==> src/design/ptexp2_pkg.sv <==
// ----------------------------------------------------------------------------
// ptexp2_pkg: shared constants, types and exp2 table for the pitch transposer
// Holds field widths, divider constants and the Q1.30 2^f table builder.
// ----------------------------------------------------------------------------
package ptexp2_pkg;

    // Field widths of the ports.
    localparam int FREQ_W = 32;
    localparam int CENT_W = 20;
    localparam int SEMI_W = 16;
    localparam int OCT_W  = 13;
    localparam int QFRAC_W = 8;

    // Combined exponent in units of 1/307200 octave.
    localparam int E_W        = 25;
    localparam int SEMI_SCALE = 100;
    localparam int OCT_SCALE  = 1200;

    // Octave split: E = 1024 * (300 * q + rem) + low.
    localparam int LOW_W       = 10;
    localparam int U_W         = E_W - LOW_W;
    localparam int K_BIAS      = 32;
    localparam int OCT_DIV     = 300;
    localparam int U_BIAS      = OCT_DIV * K_BIAS;
    localparam int RECIP_W     = 12;
    localparam int RECIP_300   = 3495;
    localparam int RECIP_SHIFT = 20;
    localparam int Q_W         = 7;
    localparam int K_W         = 7;
    localparam int REM_W       = 10;
    localparam int RMD_W       = 9;
    localparam int R_W         = RMD_W + LOW_W;

    // Fraction F = floor(r * 16 / 75) by reciprocal multiply (exact on range).
    localparam int FRAC_W     = 16;
    localparam int FM_W       = 24;
    localparam int FRAC_MULT  = 14316558;
    localparam int FRAC_SHIFT = 26;

    // Exp2 table geometry.
    localparam int EXP2_TABLE_ADDR_BITS = 6;
    localparam int TBL_BITS = EXP2_TABLE_ADDR_BITS;
    localparam int TBL_SEGS = 1 << TBL_BITS;
    localparam int WGT_W    = FRAC_W - TBL_BITS;
    localparam int MANT_W   = 32;
    localparam int Q30_SH   = 30;

    // Scaling stage.
    localparam int PROD_W = FREQ_W + MANT_W;
    localparam int SH_W   = 8;

    // Pipeline depth.
    localparam int NUM_STAGES = 9;

    typedef logic [TBL_SEGS:0][MANT_W-1:0] exp2_tbl_t;

    // Floor square root of a 64-bit value, one result bit per iteration.
    function automatic logic [63:0] isqrt64(input logic [63:0] xin);
        logic [63:0] x;
        logic [63:0] res;
        logic [63:0] b;
        x   = xin;
        res = '0;
        b   = 64'd1 << 62;
        for (int i = 0; i < 32; i++)
        begin
            if (x >= res + b)
            begin
                x   = x - (res + b);
                res = (res >> 1) + b;
            end
            else
            begin
                res = res >> 1;
            end
            b = b >> 2;
        end
        return res;
    endfunction

    // Builds the Q1.30 table of 2^(i / TBL_SEGS), last entry exactly 2.0.
    function automatic exp2_tbl_t build_exp2_tbl();
        exp2_tbl_t   t;
        logic [63:0] step;
        logic [63:0] prev;
        step = 64'd2 << Q30_SH;
        for (int i = 0; i < TBL_BITS; i++)
        begin
            step = isqrt64(step << Q30_SH);
        end
        prev = 64'd1 << Q30_SH;
        t[0] = MANT_W'(prev);
        for (int i = 1; i < TBL_SEGS; i++)
        begin
            prev = (prev * step + (64'd1 << (Q30_SH - 1))) >> Q30_SH;
            t[i] = MANT_W'(prev);
        end
        t[TBL_SEGS] = MANT_W'(64'd2 << Q30_SH);
        return t;
    endfunction

    localparam exp2_tbl_t EXP2_TBL = build_exp2_tbl();

endpackage

==> src/design/ptexp2_offset.sv <==
// ----------------------------------------------------------------------------
// ptexp2_offset: offset combiner stage
// Floors the offsets when quantize is set and sums them into one exponent.
// ----------------------------------------------------------------------------
module ptexp2_offset (
    input  logic                                   clk,
    input  logic                                   en,
    input  logic                                   quantize,
    input  logic [ptexp2_pkg::FREQ_W-1:0]          freq_in,
    input  logic signed [ptexp2_pkg::CENT_W-1:0]   cent_offset,
    input  logic signed [ptexp2_pkg::SEMI_W-1:0]   semitone_offset,
    input  logic signed [ptexp2_pkg::OCT_W-1:0]    octave_offset,
    output logic [ptexp2_pkg::FREQ_W-1:0]          freq,
    output logic signed [ptexp2_pkg::E_W-1:0]      expo
);
    import ptexp2_pkg::*;

    logic signed [CENT_W-1:0] cent_fl;
    logic signed [SEMI_W-1:0] semi_fl;
    logic signed [OCT_W-1:0]  oct_fl;
    logic signed [E_W-1:0]    cent_ext;
    logic signed [E_W-1:0]    semi_ext;
    logic signed [E_W-1:0]    oct_ext;
    logic signed [E_W-1:0]    expo_next;
    logic signed [E_W-1:0]    expo_reg;
    logic [FREQ_W-1:0]        freq_reg;

    // Clearing the fraction bits floors each offset to a whole unit.
    always_comb
    begin
        cent_fl = cent_offset;
        semi_fl = semitone_offset;
        oct_fl  = octave_offset;
        if (quantize)
        begin
            cent_fl[QFRAC_W-1:0] = '0;
            semi_fl[QFRAC_W-1:0] = '0;
            oct_fl[QFRAC_W-1:0]  = '0;
        end
    end

    // E = cents + 100 * semitones + 1200 * octaves, exact in E_W bits.
    always_comb
    begin
        cent_ext  = E_W'(cent_fl);
        semi_ext  = E_W'(semi_fl);
        oct_ext   = E_W'(oct_fl);
        expo_next = cent_ext + semi_ext * E_W'(SEMI_SCALE) + oct_ext * E_W'(OCT_SCALE);
    end

    always_ff @(posedge clk)
    begin
        if (en)
        begin
            expo_reg <= expo_next;
            freq_reg <= freq_in;
        end
    end

    assign expo = expo_reg;
    assign freq = freq_reg;

endmodule

==> config.mk <==
export PLATFORM = sky130hd
export DESIGN_NAME = ptexp2_offset
export DESIGN_NICKNAME = d
export VERILOG_FILES = /design/src/design/ptexp2_pkg.sv /design/src/design/ptexp2_offset.sv
export SDC_FILE = /design/constraint.sdc
export NUM_CORES = 1
export LEC_CHECK = 0
export BUFFER_PORTS_ARGS = -buffer_cell sky130_fd_sc_hd__buf_4
export CAP_MARGIN = 25
export CORE_ASPECT_RATIO = 1.75
export CORE_UTILIZATION = 30
export CTS_CLUSTER_DIAMETER = 60
export DETAILED_ROUTE_END_ITERATION = 10
export PLACE_DENSITY = 0.6
export RECOVER_POWER = 50
export REMOVE_ABC_BUFFERS = 1
export SLEW_MARGIN = 20
export SYNTH_ARGS = -nofsm -noshare
export SYNTH_HDL_FRONTEND = slang
export SYNTH_SLANG_ARGS = --single-unit
==> constraint.sdc <==
create_clock -name clk -period 6.2 [get_ports clk]
set_clock_uncertainty 0.2 [all_clocks]
set_input_delay 0.93 -clock clk [delete_from_list [all_inputs] [get_ports clk]]
set_output_delay 0.93 -clock clk [all_outputs]
set_load 0.05 [all_outputs]
### Word level (Yosys, flattened, before mapping)

Index checks and enable logic that the tools add are counted.

* reductions and logical operators: 0
* div/mod/pow operators: 0
* $add $sub $neg: 2
* $mul: 2
* shift operators: 0
* order comparisons: 0
* eq/ne operators: 0
* multiplexer cells: 3
* bitwise operators: 0

Operator list (count)
* $add 20x24->25: 1
* $add 25x25->25: 1
* $mux 8: 3
* $mul 16x6->22 const B: 1
* $mul 13x8->21 const B: 1

* register bits after elaboration: 57
* bits in latches: 0
* memories: 0
* memory bits (read-only): 0
* memory bits (writable): 0
* input port bits: 84

### Logic depth before layout (Yosys ltp)

* depth after elaboration: 4
* depth in mapped cells: 26
* gate-level depth less buffers: 25

### Least setup slack after synthesis

Ideal clock, no wire load.

* kind: input -> register
* from: input quantize
* to: register expo_reg[24], in the netlist expo[24], data pin
* path slack: -0.476 ns
* arrival: 6.208 ns
* stages: 24
* setup time: 0.268 ns
* buffers on the path: 2
* cells stage by stage: clkbuf_1 > clkbuf_1 > nor2_1 > fa_1 > inv_1 > fa_1 > inv_1 > ha_1 > o21a_1 > o21ai_0 > a21oi_1 > o31ai_1 > nand2b_1 > xnor2_1 > fa_1 > inv_1 > ha_1 > nand2_1 > nor2_1 > and3_1 > a221oi_2 > o21ai_2 > o41ai_4 > xnor3_1

* cells in the longest elaborated chain, start to end: 4
* elaborated cells between the ends (all ways): 7
* those cells by class: 2 x add/sub; 2 x mul; 3 x mux

Ends and longest elaborated chain
* start: declaration: line ptexp2_offset.sv:8 `input logic quantize,`
* $mux 8: line ptexp2_offset.sv:34 `if (quantize)`
* $mul 16x6->22: line ptexp2_offset.sv:48 `expo_next = cent_ext + semi_ext * E_W'(SEMI_SCALE) + oct_ext * E_W'(OCT_SCALE);`
* $add 20x24->25: line ptexp2_offset.sv:48
* $add 25x25->25 *: line ptexp2_offset.sv:48
* net expo_next[24]: line ptexp2_offset.sv:24 `logic signed [E_W-1:0] expo_next;`
* end signal: assignment: line ptexp2_offset.sv:55 `expo_reg <= expo_next;`
* end: declaration: line ptexp2_offset.sv:25 `logic signed [E_W-1:0] expo_reg;`

The timed path passes the listed nets; every way through them passes the cells marked *.
A chain may end at the register's enable or synchronous reset.

### Worst setup path in the final report

* from: input octave_offset[1] (netlist bit)
* to: register expo_reg[24], in the netlist expo[24], data pin

* cells in the longest elaborated chain, start to end: 3

Ends and longest elaborated chain
* start: declaration: line ptexp2_offset.sv:12 `input logic signed [ptexp2_pkg::OCT_W-1:0] octave_offset,`
* $mux 8: line ptexp2_offset.sv:34
* $mul 13x8->21: line ptexp2_offset.sv:48
* $add 25x25->25: line ptexp2_offset.sv:48
* net expo_next[24]: line ptexp2_offset.sv:24

The timed path passes the listed nets, and every way through them passes these cells.

==> out/results.txt <==
die width: 116 um
1st-iter DRT viols: 168
CTS tree: yes
Distinct cells, synth: 47
synthesized area: 6850 um2
commonest non-fill, non-tap cell in the layout: buf_4
commonest non-fill, non-tap cells in the layout: buf_4 (212), inv_1 (145), ha_1 (103), edfxtp_1 (57), fa_1 (55)
Crit-path slowest cell: fa_1
die area: 23500 um2
CP startpoint kind: primary input
hold crit path type: primary input to register
Worst EP arrival: 5.96 ns
Post-synth EDFFs: 57
Num CTS Buffers: 9
Worst Path Buf+Inv: 5
final net count: 1201
Mapped Cells: 689
vias in the first global route: 5567
Final Max Tran Viols: 58
Synth Warn #: 0
gpl congestion: 0.814
run status: finished with violations
CTS H-tree lvls: 3
Ports: 141
n_diodes: 0
Final Hold Viols: 0
power density over cell area: 474 nW/um2
fin crit share: 98.2%
Max FO, Critical Path: 3
largest stage delay on the critical path: 0.54 ns
clock slew at reported path FFs: 0.05 ns
worst-margin pin slew: 3.06 ns
Leak Pwr: 4.79 nW
Initial Util: 30.8%
worst hold slack: 0.594 ns
first-pass GRT wire length: 25100 um
max reg flops: 32
max-cap violations: 1
Multi-input gate area: 4870 um2
share of post-route cells with drive strength above 1: 33.9%
initial antenna violation count: 0
core area: 22300 um2
DRC: 0
Clock Root Buffer: clkbuf_16
post-synthesis register bit count: 57
sequential element share of the synthesized area: 25.0%
RSZ-0062 raised after global routing: true
largest net degree at the start of global routing: 58
Worst EP required: 6.07 ns
port bufs: 140
Fillers: 2192
PnR worst setup slack: 0.113 ns
Top FF cell, synth: edfxtp_1
FF/Latch Area: 1710 um2
f_max: 164 MHz
Via density: 4.46
crit-path cells: buf_4, nor2b_2, and2_4, fa_1, inv_1, fa_1, inv_1, ha_2, o21a_1, o21ai_2, a21oi_2, o31ai_2, nand2b_1, xnor2_1, buf_4, fa_1, inv_1, ha_4, a21oi_1, o21ai_1, a221oi_2, o21ai_2, o41ai_4, xnor3_1
Avg Cell Area, Syn: 9.95 um2
Syn-to-layout area delta: 41.8%
Die H: 202 um
Async SR Flop Fraction: 0%
critical path class: primary input to register
Vias: 5568
post-layout min period: 6.09 ns
violated checks: max-capacitance violations, max-slew violations
clk sink count: 57
Wirelength per Cell: 13.0 um
Place WS: -0.599 ns
grt ovf: 0
placement row count: 72
number of routed nets with antenna violations: 0
HPWL Detailed: 14100 um
maximum VDD drop: 0.265 mV
Post-Route WL: 16200 um
gr usage total: 13.9%
First-pass DRT Iterations: 4
maximum clock path buffer count: 2
final setup vio count: 0
Critical Path Sink Type: register
slew margin rel.: -104%
hold_buf cts: 0
CP delay by family, top: adder cells
## cell families after synthesis
logic type	synth area share, %
mux	0.146
fa+ha+maj	37.4
xor+xnor	8.00
compound gates	11.2
simple gates	10.0
buf+inv	8.27
flops	25.0
## path summary, 6_finish.rpt
path / start / endpoint / slack (ns) / depth (start not counted)
min: freq_in[29] / freq[29] / 0.59 / 1
max: octave_offset[1] / expo[24] / 0.11 / 24
## where the power goes
| group | switching (mW) | internal, mW | total, mW | leakage [nW] |
|---|---|---|---|---|
| logic | 1.77 | 1.70 | 3.47 | 4.10 |
| clock network | 0.169 | 0.307 | 0.476 | 0.138 |
| registers | 0.0205 | 0.639 | 0.659 | 0.557 |
| total | 1.96 | 2.65 | 4.61 | 4.79 |
## area by class of cell
type | instances | share of cell area (%)
multi-input cells | 481 | 50.2
well taps | 296 | 3.81
clock inverters | 6 | 0.605
inverters | 146 | 5.64
flip-flops and latches | 57 | 17.6
repair buffers | 252 | 19.8
clock buffers | 10 | 2.36
## stage by stage
| step | instances | instance area, um2 | TNS [ns] | total power [mW] | utilization, % |
|---|---|---|---|---|---|
| after floorplan | 684 | 6830 | -0.216 | 2.76 | - |
| after detailed placement | 1230 | 9110 | -2.46 | 3.94 | 40.9 |
| final | 1248 | 9720 | 0 | 4.61 | 43.7 |
| after global placement | 1230 | 9110 | -1.96 | 3.88 | 40.9 |
| after CTS | 1246 | 9440 | 0 | 4.46 | 42.4 |
| after global routing | 1248 | 9720 | -0.131 | 5.01 | 43.7 |
## layer usage
metal	global-route usage (%)	vias up	share of wire, %
li1	-	2801	-
met1	13.2	2652	35
met2	28.2	87	59
met3	1.50	28	2.6
met4	6.73	0	3.1
met5	0	-	0
## what timing repair did
item	4_1_cts	5_1_grt
endpoints found under the setup margin	4	5
pin swaps	5	17
gates resized for setup	12	60
buffers inserted	0	2
## Yosys cell counts, drive strengths merged (2+ instances only)
| cell type | instances | area share (%) |
|---|---|---|
| a21oi | 36 | 2.7 |
| or3 | 2 | 0.18 |
| o31ai | 4 | 0.44 |
| nor2b | 33 | 3.0 |
| fa | 58 | 17 |
| nor3 | 11 | 0.80 |
| a21o | 7 | 0.77 |
| nand2b | 7 | 0.64 |
| o21ai | 25 | 1.9 |
| ha | 112 | 20 |
| and2 | 10 | 0.95 |
| nand3 | 9 | 0.66 |
| edfxtp | 57 | 25 |
| o211ai | 3 | 0.33 |
| inv | 146 | 8.0 |
| o21bai | 6 | 0.66 |
| o31a | 2 | 0.26 |
| or4 | 2 | 0.22 |
| clkbuf | 5 | 0.27 |
| a221oi | 2 | 0.35 |
| nor2 | 34 | 1.9 |
| xnor2 | 44 | 5.6 |
| a211oi | 8 | 0.88 |
| and3 | 4 | 0.37 |
| xor2 | 16 | 2.0 |
| nand2 | 19 | 1.0 |
| o21a | 8 | 0.88 |
| a31oi | 5 | 0.46 |
Power figures use the tool's default switching activity.
