==> src/design/ptexp2_pkg.sv <==
// ----------------------------------------------------------------------------
// ptexp2_pkg: shared constants, types and exp2 table for the pitch transposer
// Holds field widths, divider constants and the Q1.30 2^f table builder.
// ----------------------------------------------------------------------------
package ptexp2_pkg;

    // Field widths of the ports.
    localparam int FREQ_W = 32;
    localparam int CENT_W = 20;
    localparam int SEMI_W = 16;
    localparam int OCT_W  = 13;
    localparam int QFRAC_W = 8;

    // Combined exponent in units of 1/307200 octave.
    localparam int E_W        = 25;
    localparam int SEMI_SCALE = 100;
    localparam int OCT_SCALE  = 1200;

    // Octave split: E = 1024 * (300 * q + rem) + low.
    localparam int LOW_W       = 10;
    localparam int U_W         = E_W - LOW_W;
    localparam int K_BIAS      = 32;
    localparam int OCT_DIV     = 300;
    localparam int U_BIAS      = OCT_DIV * K_BIAS;
    localparam int RECIP_W     = 12;
    localparam int RECIP_300   = 3495;
    localparam int RECIP_SHIFT = 20;
    localparam int Q_W         = 7;
    localparam int K_W         = 7;
    localparam int REM_W       = 10;
    localparam int RMD_W       = 9;
    localparam int R_W         = RMD_W + LOW_W;

    // Fraction F = floor(r * 16 / 75) by reciprocal multiply (exact on range).
    localparam int FRAC_W     = 16;
    localparam int FM_W       = 24;
    localparam int FRAC_MULT  = 14316558;
    localparam int FRAC_SHIFT = 26;

    // Exp2 table geometry.
    localparam int EXP2_TABLE_ADDR_BITS = 6;
    localparam int TBL_BITS = EXP2_TABLE_ADDR_BITS;
    localparam int TBL_SEGS = 1 << TBL_BITS;
    localparam int WGT_W    = FRAC_W - TBL_BITS;
    localparam int MANT_W   = 32;
    localparam int Q30_SH   = 30;

    // Scaling stage.
    localparam int PROD_W = FREQ_W + MANT_W;
    localparam int SH_W   = 8;

    // Pipeline depth.
    localparam int NUM_STAGES = 9;

    typedef logic [TBL_SEGS:0][MANT_W-1:0] exp2_tbl_t;

    // Floor square root of a 64-bit value, one result bit per iteration.
    function automatic logic [63:0] isqrt64(input logic [63:0] xin);
        logic [63:0] x;
        logic [63:0] res;
        logic [63:0] b;
        x   = xin;
        res = '0;
        b   = 64'd1 << 62;
        for (int i = 0; i < 32; i++)
        begin
            if (x >= res + b)
            begin
                x   = x - (res + b);
                res = (res >> 1) + b;
            end
            else
            begin
                res = res >> 1;
            end
            b = b >> 2;
        end
        return res;
    endfunction

    // Builds the Q1.30 table of 2^(i / TBL_SEGS), last entry exactly 2.0.
    function automatic exp2_tbl_t build_exp2_tbl();
        exp2_tbl_t   t;
        logic [63:0] step;
        logic [63:0] prev;
        step = 64'd2 << Q30_SH;
        for (int i = 0; i < TBL_BITS; i++)
        begin
            step = isqrt64(step << Q30_SH);
        end
        prev = 64'd1 << Q30_SH;
        t[0] = MANT_W'(prev);
        for (int i = 1; i < TBL_SEGS; i++)
        begin
            prev = (prev * step + (64'd1 << (Q30_SH - 1))) >> Q30_SH;
            t[i] = MANT_W'(prev);
        end
        t[TBL_SEGS] = MANT_W'(64'd2 << Q30_SH);
        return t;
    endfunction

    localparam exp2_tbl_t EXP2_TBL = build_exp2_tbl();

endpackage

==> src/design/ptexp2_scale.sv <==
// ----------------------------------------------------------------------------
// ptexp2_scale: frequency scaling stages
// Multiplies the frequency by the mantissa, shifts by the octave count and
// saturates; the last register is the output register.
// ----------------------------------------------------------------------------
module ptexp2_scale (
    input  logic                                 clk,
    input  logic [1:0]                           en,
    input  logic [ptexp2_pkg::FREQ_W-1:0]        freq_i,
    input  logic signed [ptexp2_pkg::K_W-1:0]    oct_k,
    input  logic [ptexp2_pkg::MANT_W-1:0]        mant,
    output logic [ptexp2_pkg::FREQ_W-1:0]        freq_out,
    output logic                                 saturated
);
    import ptexp2_pkg::*;

    logic [PROD_W-1:0]         p_next;
    logic [PROD_W-1:0]         p_reg;
    logic signed [K_W-1:0]     k_reg;
    logic                      zero_reg;

    logic signed [SH_W-1:0]    sh;
    logic [PROD_W-1:0]         shifted;
    logic [FREQ_W-1:0]         freq_out_next;
    logic                      sat_next;
    logic [FREQ_W-1:0]         freq_out_reg;
    logic                      sat_reg;

    // Full 32 x 32 product of frequency and Q1.30 mantissa.
    assign p_next = PROD_W'(freq_i) * PROD_W'(mant);

    always_ff @(posedge clk)
    begin
        if (en[0])
        begin
            p_reg    <= p_next;
            k_reg    <= oct_k;
            zero_reg <= (freq_i == '0);
        end
    end

    // Shift right by 30 - k. The offset ranges keep k at 28 or below, so a
    // left shift never occurs and the k above 30 arm only guards.
    always_comb
    begin
        sh            = SH_W'(Q30_SH) - SH_W'(k_reg);
        shifted       = '0;
        freq_out_next = '0;
        sat_next      = 1'b0;
        if (zero_reg)
        begin
            freq_out_next = '0;
            sat_next      = 1'b0;
        end
        else if (k_reg > K_W'(Q30_SH))
        begin
            freq_out_next = '1;
            sat_next      = 1'b1;
        end
        else
        begin
            if (sh < SH_W'(PROD_W))
            begin
                shifted = p_reg >> sh;
            end
            if (shifted[PROD_W-1:FREQ_W] != '0)
            begin
                freq_out_next = '1;
                sat_next      = 1'b1;
            end
            else
            begin
                freq_out_next = shifted[FREQ_W-1:0];
                sat_next      = 1'b0;
            end
        end
    end

    always_ff @(posedge clk)
    begin
        if (en[1])
        begin
            freq_out_reg <= freq_out_next;
            sat_reg      <= sat_next;
        end
    end

    assign freq_out  = freq_out_reg;
    assign saturated = sat_reg;

endmodule

==> config.mk <==
export PLATFORM = sky130hd
export DESIGN_NAME = ptexp2_scale
export DESIGN_NICKNAME = d
export VERILOG_FILES = /design/src/design/ptexp2_pkg.sv /design/src/design/ptexp2_scale.sv
export SDC_FILE = /design/constraint.sdc
export NUM_CORES = 2
export LEC_CHECK = 0
export BUFFER_PORTS_ARGS = -buffer_cell sky130_fd_sc_hd__buf_2
export CAP_MARGIN = 10
export CORE_MARGIN = 5
export CORE_UTILIZATION = 35
export DETAILED_ROUTE_END_ITERATION = 12
export GPL_TIMING_DRIVEN = 0
export SYNTH_ARGS = -nofsm -noshare
export SYNTH_HDL_FRONTEND = slang
export SYNTH_SLANG_ARGS = --single-unit
==> constraint.sdc <==
create_clock -name clk -period 10.7 [get_ports clk]
set_input_delay 2.14 -clock clk [delete_from_list [all_inputs] [get_ports clk]]
set_output_delay 2.14 -clock clk [all_outputs]
set_load 0.05 [all_outputs]
# After elaboration in Yosys (flattened, before gate mapping)

Index checks and enable logic that the tools add are counted.

$add $sub $neg: 1
Mux-type cells: 7
Reductions and logical operators: 2
Multiply operators: 1
Magnitude comparators: 2
Shift operators: 1

Operators by type and width:

| kind                | count |
|---|---|
| $mux 64             | 3 |
| $mul 32x32->64      | 1 |
| $mux 32             | 2 |
| $shr 64x8->64       | 1 |
| $logic_not 32->1    | 1 |
| $reduce_bool 32->1  | 1 |
| $lt 8x8->1 const B  | 1 |
| $sub 6x7->8 const A | 1 |
| $gt 7x6->1 const B  | 1 |
| $mux 1              | 2 |

Input bits: 74
Bits in registers: 105
Output and inout port bits: 33
Logic and storage cells: 19

# Longest topological paths before layout

Depth after elaboration: 8
Depth in mapped cells: 27

# Worst setup path before layout

No wires, ideal clock.

Path type: input to register
From: in freq_i[17] (netlist bit)
To: reg p_reg[57], data pin
Data arrival time: 8826 ps
Buffers on the path: 1
Stages: 23
Setup time: 258 ps
Required time: 10442 ps
Setup slack: 1616 ps
Cells stage by stage: clkbuf_1 and2_1 fa_1 fa_1 inv_1 fa_1 fa_1 inv_1 fa_1 fa_1 fa_1 fa_1 ha_1 and2_1 and3_1 a221oi_1 o21ai_0 nor2_1 o21a_1 a21oi_1 o21ai_0 or3b_2 xnor2_1

Cells in the longest elaborated chain, start to end: 1

Ends and longest elaborated chain:

| item                 | RTL line           | text |
|---|---|---|
| from (decl)          | ptexp2_scale.sv:9  | `input logic [ptexp2_pkg::FREQ_W-1:0] freq_i,` |
| $mul 32x32->64       | ptexp2_scale.sv:30 | `assign p_next = PROD_W'(freq_i) * PROD_W'(mant);` |
| via p_next[57]       | ptexp2_scale.sv:17 | `logic [PROD_W-1:0] p_next;` |
| to (signal assigned) | ptexp2_scale.sv:36 | `p_reg <= p_next;` |
| to (decl)            | ptexp2_scale.sv:18 | `logic [PROD_W-1:0] p_reg;` |

The timed path passes the listed nets, and every way through them passes these cells.
A chain may end at the register's enable or synchronous reset.

# Final worst setup path

From: in mant[12] (netlist bit)
To: reg p_reg[57], data pin

Cells in the longest elaborated chain, start to end: 1

Ends and longest elaborated chain:

| item           | RTL line           | text |
|---|---|---|
| from (decl)    | ptexp2_scale.sv:11 | `input logic [ptexp2_pkg::MANT_W-1:0] mant,` |
| $mul 32x32->64 | ptexp2_scale.sv:30 |  |
| via p_next[57] | ptexp2_scale.sv:17 |  |

The timed path passes the listed nets, and every way through them passes these cells.

==> reports/metrics.yaml <==
post_cts_buffers: 0
timing_hold_violations_final: 0
async_flop_share: 0
viasPerCell: 5.39
place_hpwl_mm: 130
clock.fmax_mhz: 96.0
slew_headroom: 0.207
ys_warn_count: 0
grtUsageTotal: 0.251
drtIter0Drc: 3145
drcViolationCount: 0
vias: 32700
clk-insertion-delay-late_ns: 0.36
num_io_pins: 107
synth_top_area_cell: "fa_1"
die_x_microns: 350
endpoint: "p_reg[57]$_DFFE_PP_"
r2r-end: "freq_out[0]$_SDFFCE_PP0P_"
outcome: "finished, final reports clean"
synthTopCellsByCount: "fa_1 (896), inv_1 (835), nand2_1 (620)"
largest_register_ffs: 64
synth-edff-count: 105
drive_above_1_share: 0.0554
hold_depth: 2
multi_input_area_sq_um: 33100
grt_max_degree: 73
hp-start: "zero_reg$_DFFE_PP_"
place_ws_ns: -0.706
synth_most_common_cell: "fa_1"
crit_path_end_kind: "flip-flop"
nets: 5779
wl_per_cell_microns: 25.3
synth.cell_area_sq_um: 40500
dr.pass1.iters: 6
synth_nets: 5662
crit_arrival_ns: 10.52
htreeDepth: 3
root_buffer: "clkbuf_16"
finalWorstSetupSlack_ns: 0.281
routabilityCongestion: 1.01
syn_inst: 4428
ff2ff_setup_slack_ns: 5.68
area_growth_syn_to_layout_pct: 7.01
grt_pass1_wl_mm: 227
fp.dieArea_sq_um: 123000
synthFlopType: "edfxtp_1"
crit_start: "mant[12]"
rows: 124
drt-total-wl_mm: 154
cp.required_ns: 10.80
r2r_cells: 14
maxCapViolCount: 0
cts-buffers-inserted: 9
ys_seq_area_frac: 0.0778
clk_pin_slew_worst_paths_ns: 0.07
min_path_type: "flip-flop to flip-flop"
fill_cells: 11700
rr_startpoint: "k_reg[1]$_DFFE_PP_"
ys_ff_latch: 105
yosysUniqueCellTypes: 69
synth.top_cell.area_share: 0.443
worst_pin_slew_ns: 1.19
clock_path_buffers: 2
finalCritPeriodShare: 0.974
antenna_found_initial: 16
skew_ns: 0.0117
syn_area_per_cell_sq_um: 9.15
crit_path_start_kind: "primary input"
core_area_sq_um: 115000
critical_path_class: "primary input to flip-flop"
synthTopCellsByArea: "fa_1 (44%), and2_1 (8.9%), ha_1 (8.2%), edfxtp_1 (7.8%), inv_1 (7.7%)"
period_needed_ns: 10.42
ant_nets: 0
path_cells: "buf_2, clkbuf_1, and2_1, fa_1, fa_1, inv_1, fa_1, fa_1, fa_1, inv_1, fa_1, fa_1, fa_1, ha_1, and2_1, and3_1, a221oi_2, o21ai_0, nor2_1, o21a_1, a21oi_1, o21ai_0, or3b_2, xnor2_1"
critPathSlowestCell: "clkbuf_1"
grt_pass1_vias: 33900
drv_slew: 0
cts.sinks: 105
crit_top_cell: "fa_1"
start_util: 0.353
crit_fanout: 10
dieHeight_microns: 350
final-setup-viol-count: 0
cp_slowest_stage_delay_ns: 0.67
cts_tree: "done"
gr-total-overflow: 0
port-buffer-count: 106
register_area_sq_um: 3150
[stage by stage]
step | cells | instance area [sq um] | hold WS, ns | TNS [ns] | utilization
floorplan | 4428 | 40500 | 0.703 | 0 | -
global placement | 6046 | 42900 | 0.979 | -4.95 | 0.374
detailed placement | 6046 | 42900 | 0.986 | -4.68 | 0.374
CTS | 6062 | 43300 | 0.987 | 0 | 0.377
global route | 6063 | 43300 | 1.02 | -0.00645 | 0.378
finish | 6068 | 43400 | 0.988 | 0 | 0.378
[metal layers]
layer / share of wire / vias to the layer above / track usage
met2: 0.44 / 1805 / 0.395
met4: 0.058 / 0 / 0.107
li1: - / 13800 / -
met5: 0 / - / 0
met1: 0.40 / 16700 / 0.333
met3: 0.10 / 406 / 0.0575
[layout by cell type, fill, tap and decap left out, types with 17 or more instances in the layout]
cell / count
fa_1: 896
inv_1: 835
nand2_1: 620
and2_1: 579
ha_1: 264
clkbuf_1: 189
a21oi_1: 118
buf_2: 118
nor2_1: 116
edfxtp_1: 105
o21ai_0: 102
clkbuf_2: 47
mux2i_1: 46
nand3_1: 41
a21o_1: 41
xnor2_1: 41
mux4_2: 25
xor2_1: 24
o211ai_1: 24
a211oi_1: 19
buf_1: 19
mux2_2: 19
nand4_1: 18
and3_1: 18
nor3_1: 18
a31oi_1: 17
[critical path, delay by kind of cell]
kind,cells,cell delay (ns)
fa+ha+maj,9,4.43
xor+xnor,1,0.17
compound gates,5,1.23
buf+inv,4,1.04
simple gates,5,1.51
[kinds of logic after synthesis]
kind of cell / Yosys count / share of synthesized area
xor gates and xnor gates: 67 / 0.0149
adders and majority gates: 1160 / 0.524
buffers and inverters: 1115 / 0.105
and+or+nand+nor: 1462 / 0.179
AOI/OAI and AO/OA: 426 / 0.0666
muxes: 93 / 0.0325
DFF: 105 / 0.0778
[cell type report]
class                           count  area share
Clock buffer                       11     0.00537
Inverter                          837      0.0725
Antenna cell                        6    0.000346
Buffer                            278      0.0272
Clock inverter                      5     0.00185
Sequential cell                   105      0.0727
Timing Repair Buffer              106      0.0123
Multi-Input combinational cell   3208       0.764
Tap cell                         1512      0.0436
[how the worst min path moves through the flow]
stage                                       endpoint  slack (ns)
after floorplan           freq_out[16]$_SDFFCE_PP0P_        0.70
after global placement    freq_out[18]$_SDFFCE_PP0P_        0.98
after detailed placement  freq_out[16]$_SDFFCE_PP0P_        0.99
after CTS                 freq_out[16]$_SDFFCE_PP0P_        0.99
after global routing      freq_out[16]$_SDFFCE_PP0P_        1.02
final                     freq_out[16]$_SDFFCE_PP0P_        0.99
[timing repair]
| action | 4_1_cts | 5_1_grt |
|---|---|---|
| hold endpoints to repair | 0 | 0 |
| setup endpoints to repair | 5 | 7 |
| gates resized for setup | 10 | 109 |
| cloned | 0 | 0 |
| hold buffers | 0 | 0 |
Power is not shown: default switching activity piles up to over one toggle a cycle in this logic, so the estimate is an artifact.
