File: config.mk
export PLATFORM = sky130hd
export DESIGN_NAME = ptexp2_split
export DESIGN_NICKNAME = d
export VERILOG_FILES = /design/src/design/ptexp2_pkg.sv /design/src/design/ptexp2_split.sv
export SDC_FILE = /design/constraint.sdc
export NUM_CORES = 1
export LEC_CHECK = 0
export CORE_MARGIN = 8
export CORE_UTILIZATION = 35
export CTS_BUF_LIST = sky130_fd_sc_hd__clkbuf_2 sky130_fd_sc_hd__clkbuf_4 sky130_fd_sc_hd__clkbuf_8
export DETAILED_ROUTE_END_ITERATION = 7
export DONT_BUFFER_PORTS = 1
export SLEW_MARGIN = 20
export SYNTH_ARGS = -nofsm -noshare
export SYNTH_HDL_FRONTEND = slang
export SYNTH_SLANG_ARGS = --single-unit
File: constraint.sdc
create_clock -name clk -period 7.6 [get_ports clk]
set_input_delay 0.38 -clock clk [delete_from_list [all_inputs] [get_ports clk]]
set_output_delay 0.38 -clock clk [all_outputs]
set_load 0.02 [all_outputs]
File: src/design/ptexp2_pkg.sv
// ----------------------------------------------------------------------------
// ptexp2_pkg: shared constants, types and exp2 table for the pitch transposer
// Holds field widths, divider constants and the Q1.30 2^f table builder.
// ----------------------------------------------------------------------------
package ptexp2_pkg;

    // Field widths of the ports.
    localparam int FREQ_W = 32;
    localparam int CENT_W = 20;
    localparam int SEMI_W = 16;
    localparam int OCT_W  = 13;
    localparam int QFRAC_W = 8;

    // Combined exponent in units of 1/307200 octave.
    localparam int E_W        = 25;
    localparam int SEMI_SCALE = 100;
    localparam int OCT_SCALE  = 1200;

    // Octave split: E = 1024 * (300 * q + rem) + low.
    localparam int LOW_W       = 10;
    localparam int U_W         = E_W - LOW_W;
    localparam int K_BIAS      = 32;
    localparam int OCT_DIV     = 300;
    localparam int U_BIAS      = OCT_DIV * K_BIAS;
    localparam int RECIP_W     = 12;
    localparam int RECIP_300   = 3495;
    localparam int RECIP_SHIFT = 20;
    localparam int Q_W         = 7;
    localparam int K_W         = 7;
    localparam int REM_W       = 10;
    localparam int RMD_W       = 9;
    localparam int R_W         = RMD_W + LOW_W;

    // Fraction F = floor(r * 16 / 75) by reciprocal multiply (exact on range).
    localparam int FRAC_W     = 16;
    localparam int FM_W       = 24;
    localparam int FRAC_MULT  = 14316558;
    localparam int FRAC_SHIFT = 26;

    // Exp2 table geometry.
    localparam int EXP2_TABLE_ADDR_BITS = 6;
    localparam int TBL_BITS = EXP2_TABLE_ADDR_BITS;
    localparam int TBL_SEGS = 1 << TBL_BITS;
    localparam int WGT_W    = FRAC_W - TBL_BITS;
    localparam int MANT_W   = 32;
    localparam int Q30_SH   = 30;

    // Scaling stage.
    localparam int PROD_W = FREQ_W + MANT_W;
    localparam int SH_W   = 8;

    // Pipeline depth.
    localparam int NUM_STAGES = 9;

    typedef logic [TBL_SEGS:0][MANT_W-1:0] exp2_tbl_t;

    // Floor square root of a 64-bit value, one result bit per iteration.
    function automatic logic [63:0] isqrt64(input logic [63:0] xin);
        logic [63:0] x;
        logic [63:0] res;
        logic [63:0] b;
        x   = xin;
        res = '0;
        b   = 64'd1 << 62;
        for (int i = 0; i < 32; i++)
        begin
            if (x >= res + b)
            begin
                x   = x - (res + b);
                res = (res >> 1) + b;
            end
            else
            begin
                res = res >> 1;
            end
            b = b >> 2;
        end
        return res;
    endfunction

    // Builds the Q1.30 table of 2^(i / TBL_SEGS), last entry exactly 2.0.
    function automatic exp2_tbl_t build_exp2_tbl();
        exp2_tbl_t   t;
        logic [63:0] step;
        logic [63:0] prev;
        step = 64'd2 << Q30_SH;
        for (int i = 0; i < TBL_BITS; i++)
        begin
            step = isqrt64(step << Q30_SH);
        end
        prev = 64'd1 << Q30_SH;
        t[0] = MANT_W'(prev);
        for (int i = 1; i < TBL_SEGS; i++)
        begin
            prev = (prev * step + (64'd1 << (Q30_SH - 1))) >> Q30_SH;
            t[i] = MANT_W'(prev);
        end
        t[TBL_SEGS] = MANT_W'(64'd2 << Q30_SH);
        return t;
    endfunction

    localparam exp2_tbl_t EXP2_TBL = build_exp2_tbl();

endpackage

File: src/design/ptexp2_split.sv
// ----------------------------------------------------------------------------
// ptexp2_split: octave split stages
// Splits the exponent into a whole octave count and a 16-bit fraction.
// ----------------------------------------------------------------------------
module ptexp2_split (
    input  logic                                 clk,
    input  logic [2:0]                           en,
    input  logic [ptexp2_pkg::FREQ_W-1:0]        freq_i,
    input  logic signed [ptexp2_pkg::E_W-1:0]    expo,
    output logic [ptexp2_pkg::FREQ_W-1:0]        freq_o,
    output logic signed [ptexp2_pkg::K_W-1:0]    oct_k,
    output logic [ptexp2_pkg::FRAC_W-1:0]        frac
);
    import ptexp2_pkg::*;

    // Stage A: biased coarse quotient estimate.
    logic [U_W-1:0]            u_next;
    logic [U_W+RECIP_W-1:0]    qa_prod;
    logic [Q_W-1:0]            qa_next;
    logic [U_W-1:0]            u_reg;
    logic [Q_W-1:0]            qa_reg;
    logic [LOW_W-1:0]          low_reg;
    logic [FREQ_W-1:0]         freq_a_reg;

    // Stage B: quotient correction and remainder.
    logic [U_W-1:0]            prod300;
    logic [U_W-1:0]            rem_full;
    logic [REM_W-1:0]          rem0;
    logic [REM_W-1:0]          rem;
    logic [Q_W-1:0]            q;
    logic signed [K_W-1:0]     k_next;
    logic [R_W-1:0]            r_next;
    logic signed [K_W-1:0]     k_b_reg;
    logic [R_W-1:0]            r_reg;
    logic [FREQ_W-1:0]         freq_b_reg;

    // Stage C: fraction by reciprocal multiply.
    logic [R_W+FM_W-1:0]       fprod;
    logic [FRAC_W-1:0]         frac_next;
    logic [FRAC_W-1:0]         frac_reg;
    logic signed [K_W-1:0]     k_c_reg;
    logic [FREQ_W-1:0]         freq_c_reg;

    // Floor of E / 1024 plus a bias that keeps the dividend positive.
    always_comb
    begin
        u_next  = expo[E_W-1:LOW_W] + U_W'(U_BIAS);
        qa_prod = (U_W+RECIP_W)'(u_next) * (U_W+RECIP_W)'(RECIP_300);
        qa_next = Q_W'(qa_prod >> RECIP_SHIFT);
    end

    always_ff @(posedge clk)
    begin
        if (en[0])
        begin
            u_reg      <= u_next;
            qa_reg     <= qa_next;
            low_reg    <= expo[LOW_W-1:0];
            freq_a_reg <= freq_i;
        end
    end

    // The estimate is at most one low, so one compare and subtract fixes it.
    always_comb
    begin
        prod300  = U_W'(qa_reg) * U_W'(OCT_DIV);
        rem_full = u_reg - prod300;
        rem0     = rem_full[REM_W-1:0];
        if (rem0 >= REM_W'(OCT_DIV))
        begin
            q   = qa_reg + Q_W'(1);
            rem = rem0 - REM_W'(OCT_DIV);
        end
        else
        begin
            q   = qa_reg;
            rem = rem0;
        end
        k_next = K_W'(q) - K_W'(K_BIAS);
        r_next = {rem[RMD_W-1:0], low_reg};
    end

    always_ff @(posedge clk)
    begin
        if (en[1])
        begin
            k_b_reg    <= k_next;
            r_reg      <= r_next;
            freq_b_reg <= freq_a_reg;
        end
    end

    // F = floor(r * 65536 / 307200) = floor(r * 16 / 75).
    always_comb
    begin
        fprod     = (R_W+FM_W)'(r_reg) * (R_W+FM_W)'(FRAC_MULT);
        frac_next = fprod[FRAC_SHIFT +: FRAC_W];
    end

    always_ff @(posedge clk)
    begin
        if (en[2])
        begin
            frac_reg   <= frac_next;
            k_c_reg    <= k_b_reg;
            freq_c_reg <= freq_b_reg;
        end
    end

    assign frac   = frac_reg;
    assign oct_k  = k_c_reg;
    assign freq_o = freq_c_reg;

endmodule

Word level (Yosys, flattened, before mapping)

Cells that the tools add are included.

Flip-flop bits (word level): 172
Input bits: 61
Output and inout bits: 55
Logic and storage cells: 21

Add/sub/neg operators: 5
$mul: 3
$lt $le $gt $ge: 1
Multiplexer cells: 2

Operator list:

| cell                                                 | number |
|---|---|
| multiplier 19 x 23 -> 41 bit, second input constant  | 1 |
| multiplier 15 x 12 -> 27 bit, second input constant  | 1 |
| adder 15 x 14 -> 15 bit, second input constant       | 1 |
| >= comparator 10 x 9 -> 1 bit, second input constant | 1 |
| subtractor 10 bit                                    | 1 |
| two-way mux 9 bit                                    | 1 |
| subtractor 9 bit, second input constant              | 1 |
| multiplier 7 x 7 -> 8 bit, second input constant     | 1 |
| adder 7 x 1 -> 7 bit, second input constant          | 1 |
| two-way mux 7 bit                                    | 1 |
| subtractor 7 x 6 -> 7 bit, second input constant     | 1 |

Logic depth before layout (Yosys ltp)

Gate-level depths: netlist (run 1).

Depth in word-level cells: 5
Mapped depth: 22
Mapped depth without buffers: 22

Least setup slack after synthesis (run 1)

Ideal clock, no wire load.

Kind: register -> register
Start: reg r_reg[8]
End: reg frac_reg[7] (netlist: frac[7]), data pin
Library setup time: 162 ps
Arrival: 5242 ps
Data required time: 7438 ps
Slack: 2197 ps
Stages on the path, launching flop included: 19
Buffers on the path: 0
Period minus slack after synthesis: 5403 ps
Cell sequence: edfxtp_1 > fa_1 > inv_1 > fa_1 > inv_1 > ha_1 > fa_1 > fa_1 > inv_1 > fa_1 > inv_1 > ha_1 > a21o_1 > a21o_1 > a211o_1 > o2111ai_1 > a21boi_1 > or4_1 > o2111ai_1

Cells in the longest elaborated chain, start to end: 1

Ends and longest elaborated chain:

| element                      | line                | text |
|---|---|---|
| from (decl)                  | ptexp2_split.sv:34  | `logic [R_W-1:0] r_reg;` |
| from (signal assigned)       | ptexp2_split.sv:88  | `r_reg <= r_next;` |
| multiplier 19 x 23 -> 41 bit | ptexp2_split.sv:96  | `fprod = (R_W+FM_W)'(r_reg) * (R_W+FM_W)'(FRAC_MULT);` |
| net fprod[33]                | ptexp2_split.sv:38  | `logic [R_W+FM_W-1:0] fprod;` |
| to (signal assigned)         | ptexp2_split.sv:104 | `frac_reg <= frac_next;` |
| to (decl)                    | ptexp2_split.sv:40  | `logic [FRAC_W-1:0] frac_reg;` |

The timed path passes the listed nets, and every way through them passes these cells.
A chain may end at the register's enable or synchronous reset.

Final worst setup path (run 1)

Start: reg r_reg[4]
End: reg frac_reg[15] (netlist: frac[15]), data pin

Same word-level chain as after synthesis.

==> results.cfg, run 1 <==
[synthesis]
syn-num-nets = 1901
synth_seq_cells = 172
yosys-top-cells-area = edfxtp_1 32%, fa_1 26%, ha_1 22%, inv_1 8.7%, xnor2_1 1.9%
seq_area_frac_synth_pct = 31.5
synthArstFlopShare_pct = 0
yosys.area.top_type = edfxtp_1
syn_area_per_cell_um2 = 12.2
synth_flop_cell = edfxtp_1
netlist_instances = 1338
synthesis.area_um2 = 16400
synth.most_common_cell = inv_1
ys_warn_count = 0
synth_edf_count = 172
yosysUniqueCellTypes = 57
synth_common_cells = 378 x inv_1, 291 x ha_1, 211 x fa_1
yosysTopAreaCellShare_pct = 31.5

[global_route]
grt_max_degree = 54
globalRoute.totalOverflow = 0
grtUsageMet2_pct = 23.4
grt_pass1_vias = 10570
grt_pass1_wl_mm = 56.7
grt_use_total_pct = 13.5
antenna_found_initial = 0
use_met1_pct = 17.3
gr-usage-met3_pct = 3.23
grt-busiest-layer = met2

[run]
max-cap-violations = 0

[timing]
drv_slew = 0
relSlewSlack_pct = 50.3
fin_skew_ns = 0.0191
final-hold-violation-count = 0
worstMarginPinSlew_ns = 0.743
min_period_ns = 6.19
finalSetupTns_ns = 0
setup_violations = 0
max_freq_mhz = 162
setup_slack_ns = 1.41
rsz0062_at_grt = false
fin_crit_sh_pct = 81.4

[die]
num_io_pins = 116
start_util_pct = 35.3
row_count = 79
coreArea_um2 = 46400
chipHeight_um = 232
dieArea_um2 = 54000
die_w_um = 232

[cts]
cts_tree = built
clockBufferDepth = 2
cts.sinks = 172
root_buffer = clkbuf_8
clock_latency_ns = 0.49
cts_setup_buffers = 0
cts.clk_slew.worst_paths_ns = 0.10
cts_resized = 0
cts.htree.levels = 4
numCtsBuffers = 17

[route]
antenna_left = 0
vias = 9330
wire_per_inst_um = 17.0
post-route-drc-count = 0
drt_wl_total_mm = 34.5
drt_iter0_drc = 401
vias_per_cell = 4.60
firstDrtPassIters = 5

[critical_path]
cp_max_fo = 7
worstSetupPathType = register to register
crit_top_cell = fa_1
crit_slowest_cell = edfxtp_1
critical_path.max_stage_delay_ns = 0.55
critical_path_required_ns = 7.91
arrival_ns = 6.50
endpoint_kind = register
worstPathCellList = ha_1 -> inv_1 -> fa_1 -> inv_1 -> fa_1 -> fa_1 -> fa_1 -> inv_1 -> fa_1 -> inv_1 -> ha_1 -> a21oi_2 -> o21ai_1 -> a2111oi_1 -> nor3_1 -> a21oi_2 -> a31oi_1 -> and4_1 -> nor3_1
critPathLaunchType = register

[finish]
drive_above_1_share_pct = 3.52
antenna_cells = 0
synthToLayoutAreaGrowth_pct = 10.4
layout.nets = 1972
multi_input_area_um2 = 9770
final_area_um2 = 18100
seqCellArea_um2 = 5160
nFillCells = 4356
stdcell_count = 2029

[run_status]
status = finished clean

[placement]
dp.cells = 1942
pre_cts_slack_ns = 1.52
place_congestion = 0.889
placed_cell_area_um2 = 17100
io_buffer_count = 0
dp_hpwl_mm = 27.7

[hold_path]
min_path_type = input port to register
## stage by stage
| stage | utilization, % | hold slack [ns] |
|---|---|---|
| after floorplan | - | 0.400 |
| after detailed placement | 36.9 | 0.405 |
| final | 39.0 | 0.142 |
| after global placement | 36.9 | 0.400 |
| after global routing | 39.0 | 0.0959 |
| after CTS | 39.0 | 0.0761 |
## final timing paths
kind,start,cells past startpoint,to,slack [ns]
max,r_reg[4]$_DFFE_PP_,19,frac[15]$_DFFE_PP_,1.41
min,expo[17],1,u_reg[7]$_DFFE_PP_,0.14
max reg2reg,r_reg[4]$_DFFE_PP_,19,frac[15]$_DFFE_PP_,1.41
min reg2reg,freq_b_reg[7]$_DFFE_PP_,0,freq_o[7]$_DFFE_PP_,0.42
## cell type report
type	instances	share of cell area (%)
multi-input cells	785	54.0
flip-flops and latches	172	28.5
inverters	378	7.84
well taps	607	4.20
repair buffers	55	3.33
clock buffers	17	1.29
clock inverters	15	0.768
## repair_timing
item,CTS,global route
endpoints found under the setup margin,0,0
hold buffers,55,0
hold endpoints to repair,205,0
## layout by cell type, fill, tap and decap left out, types with 4 or more instances in the layout
cell	instances
o21ai_1	4
nand2_1	18
clkinv_4	4
a31oi_1	6
nor2_1	22
a21oi_1	33
edfxtp_1	172
nand3_1	12
xnor2_1	35
xor2_1	23
ha_1	291
fa_1	211
clkbuf_8	17
o21a_1	7
a211oi_1	7
nor3_1	11
a21o_1	16
a21oi_2	4
nand4_1	9
o21ai_0	17
dlygate4sd3_1	52
inv_1	378
## cells by family after synthesis
| group | after synthesis | share of synthesized area, % |
|---|---|---|
| fa+ha+maj | 502 | 48.0 |
| buf+inv | 381 | 8.83 |
| xor+xnor | 58 | 3.10 |
| simple gates | 103 | 3.42 |
| mux | 3 | 0.221 |
| compound gates | 119 | 4.90 |
| flops | 172 | 31.5 |
## per-layer routing
layer	vias up	wire length [um]
met3	18	1620
li1	4502	-
met1	4669	15200
met5	-	0
met2	141	17300
met4	0	356
## critical path, delay by kind of cell (launching register included)
family	cells	cell delay, ns
adder cells (fa/ha/maj)	7	3.37
buffers and inverters	4	0.24
AO/OA/AOI/OAI	5	1.23
flip-flops	1	0.55
AND/OR/NAND/NOR	3	0.63
Power of run 1 is left out: the tool's default activity adds up to more than one toggle a clock period on the data nets, which glitch-free logic cannot reach.
==> run 2, diff against run 1 <==
clock period = 5 ns   (was 7.6 ns; I/O delays follow)
==> results.cfg, run 2 (synthesis results as in run 1) <==
[run]
max-cap-violations = 0

[critical_path]
path_buf_inv = 6
cp_max_fo = 4
critical_path.max_stage_delay_ns = 0.54
crit_slowest_cell = fa_2
worstSetupPathType = register to register
crit_top_cell = fa_1
worst_path_dominant_cell_family = adder cells
arrival_ns = 5.80
critPathLaunchType = register
worstPathCellList = buf_6 -> ha_4 -> fa_2 -> inv_2 -> fa_1 -> inv_2 -> fa_1 -> fa_1 -> inv_1 -> fa_1 -> inv_2 -> ha_4 -> nand4_1 -> nor4b_4 -> and3_1 -> a21oi_2 -> buf_6 -> a31oi_4 -> and4_1 -> nor3_2
endpoint_kind = register
critical_path_required_ns = 5.26

[placement]
placed_cell_area_um2 = 18400
io_buffer_count = 0
dp_hpwl_mm = 30.0
dp.cells = 2088
place_congestion = 0.909

[finish]
synthToLayoutAreaGrowth_pct = 23.8
layout_common_cells = 357 x inv_1, 260 x ha_1, 204 x fa_1, 174 x buf_4, 172 x edfxtp_1
final_area_um2 = 20300
layout.nets = 2161
nFillCells = 4173
stdcell_count = 2217
drive_above_1_share_pct = 21.6
layout_commonest_cell = inv_1

[timing]
final-hold-violation-count = 0
finalSetupTns_ns = -4.96
worstMarginPinSlew_ns = 0.509
worst_hold_slack_ns = 0.0592
fin_skew_ns = 0.0380
rsz0062_at_grt = true
min_period_ns = 5.54
drv_slew = 0
fin_crit_sh_pct = 111
setup_slack_ns = -0.544
relSlewSlack_pct = 65.9
max_freq_mhz = 180
setup_violations = 16

[die]
die_w_um = 232
coreArea_um2 = 46400
chipHeight_um = 232
num_io_pins = 116
dieArea_um2 = 54000
start_util_pct = 35.3
row_count = 79

[cts]
clockBufferDepth = 2
numCtsBuffers = 17
clock_latency_ns = 0.54
cts_tree = built
cts.htree.levels = 4
root_buffer = clkbuf_8
cts.sinks = 172
cts.clk_slew.worst_paths_ns = 0.13

[route]
firstDrtPassIters = 4
post-route-drc-count = 0
vias_per_cell = 4.60
drt_iter0_drc = 347
vias = 10198
drt_wl_total_mm = 36.8
wire_per_inst_um = 16.6
antenna_left = 0

[global_route]
grt_pass1_vias = 11532
grt_use_total_pct = 14.3
grt_pass1_wl_mm = 59.8
antenna_found_initial = 1
grt_max_degree = 60
globalRoute.totalOverflow = 0

[run_status]
status = finished, violations left
violations = negative setup slack

[hold_path]
min_path_type = input port to register
==> run 2: changes by cell type in the layout (fill, tap and decap cells not counted), sizes merged <==
cell         change
clkinvlp         +1
bufinv           +2
diode            +1
inv              +2
clkinv           -7
buf            +192
dlygate4sd3      -3
==> run 2: final timing paths <==
check                                          start                  to  slack, ns  cells past startpoint
worst max-delay path              r_reg[5]$_DFFE_PP_  frac[15]$_DFFE_PP_      -0.54                     20
worst min-delay path                           en[2]  oct_k[0]$_DFFE_PP_       0.06                      1
worst max register to register    r_reg[5]$_DFFE_PP_  frac[15]$_DFFE_PP_      -0.54                     20
worst min register to register  k_b_reg[6]$_DFFE_PP_  oct_k[6]$_DFFE_PP_       0.40                      0
==> run 2: per-stage QoR <==
stage / worst slack, ns / utilization, %
detailed placement: -0.734 / 39.7
global route: -0.696 / 43.8
CTS: -0.488 / 42.9
global placement: -0.634 / 39.7
floorplan: -0.232 / -
finish: -0.544 / 43.8
==> run 2: per-layer routing <==
metal  wire length (um)  up-vias  GRT usage (%)
met5                  0        -              0
met4               1000        0           5.25
met3               1390       66           3.08
met2              19300      161           25.7
met1              15200     5089           16.5
li1                   -     4882              -
==> run 2: repair_timing <==
item | CTS | global route
hold buffers | 52 | 0
endpoints found under the hold margin | 221 | 0
pin swaps | 34 | 51
endpoints found under the setup margin | 16 | 20
resized for setup | 47 | 66
buffers inserted | 28 | 19
==> run 2: cell type report <==
type	instances	area, um2	area share [%]
diodes	1	2.50	0.0123
clock buffers	17	234	1.15
clock inverters	13	176	0.870
inverters	378	1420	7.01
multi-input cells	785	10400	51.5
flip-flops and latches	172	5160	25.5
well taps	607	759	3.74
repair buffers	244	2080	10.3
Power of run 2 is left out for the same reason.
